### config.mk
export PLATFORM = sky130hd
export DESIGN_NAME = q2rm_div_step
export DESIGN_NICKNAME = d
export VERILOG_FILES = /design/src/rtl/core/q2rm_pkg.sv /design/src/rtl/core/q2rm_div_step.sv
export SDC_FILE = /design/constraint.sdc
export NUM_CORES = 1
export LEC_CHECK = 0
export ABC_AREA = 1
export BUFFER_PORTS_ARGS = -buffer_cell sky130_fd_sc_hd__clkbuf_2
export CORE_AREA = 2 2 481 483
export DETAILED_ROUTE_END_ITERATION = 8
export DIE_AREA = 0 0 483 485
export SYNTH_ARGS = -nofsm -noshare
export SYNTH_HDL_FRONTEND = slang
export SYNTH_SLANG_ARGS = --single-unit
### constraint.sdc
create_clock -name clk -period 0.8 [get_ports clk]
set_clock_uncertainty 0.05 [all_clocks]
set_input_delay 0.04 -clock clk [delete_from_list [all_inputs] [get_ports clk]]
set_output_delay 0.04 -clock clk [all_outputs]
set_load 0.01 [all_outputs]
### src/rtl/core/q2rm_pkg.sv
`timescale 1ns / 1ps
// shared types and constants for the quaternion to rotation matrix pipeline
// no dependencies
package q2rm_pkg;

	localparam int COMP_W    = 16;              // input component, q3.12
	localparam int ENTRY_W   = 16;              // matrix entry, q1.14
	localparam int LANES     = 9;               // matrix entries per word
	localparam int QUO_W     = 15;              // unsigned quotient bits
	localparam int DIV_STEPS = QUO_W;           // one quotient bit per stage
	localparam int QUAD_W    = 33;              // quadrance, up to 2^32
	localparam int NUM_W     = 34;              // signed numerator, |num| <= 2^32
	localparam int DEN_W     = QUAD_W + 1;      // twice the quadrance
	localparam int DIVD_W    = QUAD_W + QUO_W;  // (mag << 15) + quadrance

	localparam logic [QUO_W-1:0] ONE_Q14 = QUO_W'(16384);

	// lanes that carry a diagonal entry, identity on a zero quaternion
	localparam logic [LANES-1:0] DIAG_MASK = 9'b100010001;

	typedef struct packed {
		logic signed [COMP_W-1:0] comp_w;
		logic signed [COMP_W-1:0] comp_x;
		logic signed [COMP_W-1:0] comp_y;
		logic signed [COMP_W-1:0] comp_z;
	} quat_t;

	typedef struct packed {
		logic signed [ENTRY_W-1:0] r0c0;
		logic signed [ENTRY_W-1:0] r0c1;
		logic signed [ENTRY_W-1:0] r0c2;
		logic signed [ENTRY_W-1:0] r1c0;
		logic signed [ENTRY_W-1:0] r1c1;
		logic signed [ENTRY_W-1:0] r1c2;
		logic signed [ENTRY_W-1:0] r2c0;
		logic signed [ENTRY_W-1:0] r2c1;
		logic signed [ENTRY_W-1:0] r2c2;
		logic                      degenerate;
	} rot_t;

	// one lane of the restoring divider
	typedef struct packed {
		logic [DEN_W-1:0] rem;    // partial remainder, always below den
		logic [QUO_W-1:0] nbits;  // dividend bits not yet shifted in
		logic [QUO_W-1:0] quo;    // quotient bits so far
		logic             neg;    // sign of the entry
	} div_lane_t;

	typedef struct packed {
		div_lane_t [LANES-1:0] lane;
		logic [DEN_W-1:0]      den;
		logic                  degen;
	} div_word_t;

endpackage

### src/rtl/core/q2rm_div_step.sv
`timescale 1ns / 1ps
// one restoring division step for all nine lanes, with its pipeline register
// depends on q2rm_pkg
module q2rm_div_step (
	input  logic                 clk,
	input  logic                 arst_n,
	input  logic                 en,
	input  logic                 in_valid,
	input  q2rm_pkg::div_word_t  in_word,
	output logic                 out_valid,
	output q2rm_pkg::div_word_t  out_word
);
	import q2rm_pkg::*;

	div_word_t nxt;
	div_word_t word_s1;
	logic      valid_s1;

	always_comb begin
		logic [DEN_W:0] part;
		logic [DEN_W:0] diff;
		nxt = in_word;
		for (int i = 0; i < LANES; i++) begin
			part = {in_word.lane[i].rem, in_word.lane[i].nbits[QUO_W-1]};
			diff = part - {1'b0, in_word.den};
			nxt.lane[i].nbits = {in_word.lane[i].nbits[QUO_W-2:0], 1'b0};
			if (part >= {1'b0, in_word.den}) begin
				nxt.lane[i].rem = diff[DEN_W-1:0];
				nxt.lane[i].quo = {in_word.lane[i].quo[QUO_W-2:0], 1'b1};
			end else begin
				nxt.lane[i].rem = part[DEN_W-1:0];
				nxt.lane[i].quo = {in_word.lane[i].quo[QUO_W-2:0], 1'b0};
			end
		end
	end

	always_ff @(posedge clk or negedge arst_n) begin
		if (!arst_n) begin
			valid_s1 <= 1'b0;
		end else if (en) begin
			valid_s1 <= in_valid;
		end
	end

	always_ff @(posedge clk) begin
		if (en) begin
			word_s1 <= nxt;
		end
	end

	assign out_valid = valid_s1;
	assign out_word  = word_s1;
endmodule

After elaboration in Yosys (flattened, before gate mapping):

Cells that the tools add are included.

* input bits: 624
* flip-flop bits (word level): 612
* output and inout port bits: 621
* logic and storage cells: 75

* muxes and demuxes: 18
* magnitude comparators: 9
* $add $sub $neg: 9

Operators with widths (number)
* $ge 35x34->1: 9
* $mux 34: 9
* $sub 34x34->34: 9
* $mux 1: 9

Logic depth before layout (Yosys ltp):

* depth in word-level cells: 2
* mapped depth: 16
* mapped depth without buffers: 15

Worst setup path after synthesis:

OpenSTA, ideal clock, no wires.

* path type: in2reg
* start: input port in_word[2] (netlist name)
* end: register word_s1 (netlist bit out_word[546]) (data pin)
* required time: 0.497 ns
* data arrival time: 1.981 ns
* path buffers: 1
* setup slack: -1.484 ns
* cell stages on the path: 15
* setup time: 0.253 ns
* cells stage by stage: inv_1 > ha_1 > nand2_1 > nor2_1 > nor2_2 > inv_2 > nand2_1 > nand3_2 > nand2_1 > nand2_1 > nand2_1 > nand2_4 > buf_4 > nand3_1 > nand2_1

RTL lines
* from (decl): RTL line q2rm_div_step.sv:9 `input q2rm_pkg::div_word_t in_word,`
* to (signal assigned): RTL line q2rm_div_step.sv:47 `word_s1 <= nxt;`
* to (decl): RTL line q2rm_div_step.sv:16 `div_word_t word_s1;`

==> results.yml <==
routing:
  via_per_inst: 4.42
  wl_per_cell_microns: 23.6
  vias: 58100
  drc: 0
  drt_wl_total_mm: 310
  first_iter_violations: 4306
  drt.antenna.violating_nets: 0
  drt_pass1_iterations: 6
global_route:
  grt_first_pass_wirelength_mm: 412
  groute.layer.met3.usage_pct: 3.90
  grt_overflow: 0
  global_route.usage.met1_pct: 27.7
  via_count_of_the_first_global_routing_pass: 56800
  gr-usage-met2_pct: 40.8
  grt_usage_pct: 24.8
  globalRoute.busiestLayer: "met2"
  antenna_found_initial: 54
  largest_net_degree_at_the_start_of_global_routing: 39
critical_path:
  worst-setup-path-type: "in2reg"
  crit_fanout: 7
  crit_path_cell_trace: "clkbuf_2 -> dlygate4sd3_1 -> ha_4 -> nand2_1 -> nor2_1 -> nor2_1 -> o21ai_2 -> a21oi_4 -> nand2_8 -> buf_6 -> buf_8 -> nand3_1 -> nand2_1"
  crit_required_ns: 1.23
  cp_num_buf_inv: 4
  setup.worst_path.start: "in_word[549]"
  worst_ep_arrival_time_ns: 2.16
  largest_delay_contributor_family_on_the_critical_path: "buffers and inverters"
  critical_path.reg2reg.startpoint: "out_valid"
  endpoint_kind: "flip-flop"
  worst_setup_path_start_kind: "input pin"
  worst_path_max_delay_cell: "dlygate4sd3_1"
  cpPeakStageDelay_ns: 0.61
power:
  vdd.ir_drop.worst_mv: 1.56
  power_per_cell_area_nw_per_um2: 1550
  power_report.internal_total_w: 0.0890
  static-leakage-power_nw: 44.5
  seq_power_share_pct: 30.2
  sw_frac_of_total_pct: 36.9
  power.share.clock_pct: 27.1
  p_comb_share_pct: 42.8
  power_switching_w: 0.0520
  sum_of_internal_switching_and_leakage_power_w: 0.141
clock_network:
  numClockSinks: 612
  clk_lat_worst_skew_ns: 0.74
  clk_pin_slew_worst_paths_ns: 0.06
  clock_path_buffers: 3
  tritoncts: "built"
  cts-buffers-inserted: 78
  cts-root-buf: "clkbuf_16"
  cts.htree.levels: 3
layout:
  multiInputGateArea_sq_um: 30400
  final_nets: 10900
  mostFrequentLayoutCells: "1993 x nand2_1, 1502 x buf_4, 1143 x clkbuf_2"
  signed_area_change_from_the_synthesized_netlist_to_the_final_layout_pct: 103
  ff_latch_area_sq_um: 18400
  share_of_layout_cells_above_drive_strength_1_pct: 46.3
  n_fill_cell: 22600
  final_core_utilization_pct: 39.7
  layout.cells.most_common: "nand2_1"
  stdcell_area_sq_um: 91000
timing:
  slew_violations: 0
  slew_limit_headroom_pct: 46.6
  fin_worst_hold_slack_ns: -0.430
  finalSetupTns_ns: -840.75
  layout_setup_ws_ns: -0.930
  worst_margin_pin_slew_ns: 0.799
  finalCritPeriodShare_pct: 216
  report.final.hold_viol_count: 127
  final_report_setup_violation_count: 1524
  grt_setup_unrepaired: "true"
  timing.fmax_ghz: 0.578
  finalWorstPathRequiredPeriod_ns: 1.73
die:
  design.core.area_sq_um: 229000
  die_x_microns: 483
  die_ar_sq_um: 234000
  start_util_pct: 19.6
  ioPinCount: 1245
  std_cell_rows: 176
  height_of_the_die_microns: 485
place:
  port_buffers: 1226
  post_dp_cell_area_sq_um: 67200
  place_hpwl_mm: 243
  rd_place_congestion: 0.978
outcome:
  violations: "hold timing, setup timing"
  status: "finished, violations left"
synth:
  yosysWarningCount: 0
  synth_area_leader_cell: "edfxtp_1"
  postSynthCellCount: 6130
  number_of_storage_elements_in_the_synthesis_netlist: 612
  yosys.cell_types.count: 37
  ys_seq_area_share_pct: 41.0
  synthesis.area_per_instance_sq_um: 7.31
  post-synth-top-area-fraction_pct: 40.9
  synth.top_cells.by_area: "edfxtp_1 41%, nand2_1 22%, ha_1 8.5%, inv_1 7.6%, nor2_1 4.1%"
  synth.cell_area_sq_um: 44800
hold_path:
  timing.hold.worst.class: "in2reg"
  worstHoldStart: "in_word[293]"
flow_run:
  max-cap-violations: 0
==> state kept, by name, summed over array words and instances, names as in the netlist <==
register	cells
out_valid	1
out_word	611
==> final timing paths <==
kind,cells after the start,endpoint,slack (ns)
worst max-delay path,13,out_word[543],-0.93
worst min-delay path,3,out_word[294],-0.43
worst max register to register,1,out_valid,0
worst min register to register,1,out_valid,0.47
max in group asynchronous,4,out_valid,-0.07
min in group asynchronous,4,out_valid,0.67
==> cell families (layout without fill, tap and decap cells) <==
kind of cell	count (synthesis)	in the layout	share of synthesized area (%)
simple gates	3646	3648	33.1
buf+inv	1005	4928	9.26
flops	612	612	41.0
compound gates	390	390	4.49
fa+ha+maj	315	315	8.94
xor+xnor	160	160	3.13
other cells	1	48	0.00837
mux	1	1	0.0251
==> layer usage <==
metal / up-vias / share of wire (%)
li1: 27300 / -
met5: - / 0.063
met1: 27500 / 37
met2: 2494 / 45
met3: 725 / 6.2
met4: 30 / 11
==> through the flow <==
| step | std cells | setup WS [ns] |
|---|---|---|
| finish | 13100 | -0.930 |
| global placement | 11800 | -1.84 |
| CTS | 12900 | -0.856 |
| detailed placement | 11800 | -1.82 |
| global route | 13100 | -0.960 |
| floorplan | 6138 | -1.37 |
==> power by group through the flow <==
stage	clock (W)	combinational (W)	sequential, W
3_5_place_dp	0	0.0446	0.0429
5_1_grt	0.0399	0.0638	0.0427
4_1_cts	0.0388	0.0550	0.0425
6_report	0.0382	0.0603	0.0425
2_1_floorplan	0	0.0164	0.0437
3_3_place_gp	0	0.0446	0.0431
==> repair_timing <==
item / 4_1_cts / 5_1_grt
gates resized for setup: 1349 / 832
gates cloned: 31 / 13
setup buffers: 174 / 89
hold buffers: 721 / 109
endpoints found under the setup margin: 928 / 1442
hold endpoints to repair: 1173 / 409
pin swaps: 296 / 246
==> synthesized netlist by cell type, drive strengths merged <==
cell type / n
and3: 9
a21oi: 251
ha: 306
xnor2: 22
conb: 1
o21ai: 116
nor3: 57
edfxtp: 611
buf: 63
inv: 942
dfrtp: 1
nor4: 5
nor2: 519
nor3b: 2
nand2: 2636
nand4: 28
nand3b: 59
xor2: 138
or2: 8
fa: 9
nand3: 323
mux2: 1
o21bai: 23
==> area by class of cell <==
cell class | instances | area share [%]
Clock buffer | 84 | 2.17
Tap cell | 3026 | 4.16
Timing Repair inverter | 19 | 0.309
Inverter | 942 | 4.26
Timing Repair Buffer | 3825 | 34.7
Sequential cell | 612 | 20.2
Multi-Input combinational cell | 4523 | 33.4
Antenna cell | 39 | 0.107
Clock inverter | 58 | 0.736
(Power assumes the default switching activity.)
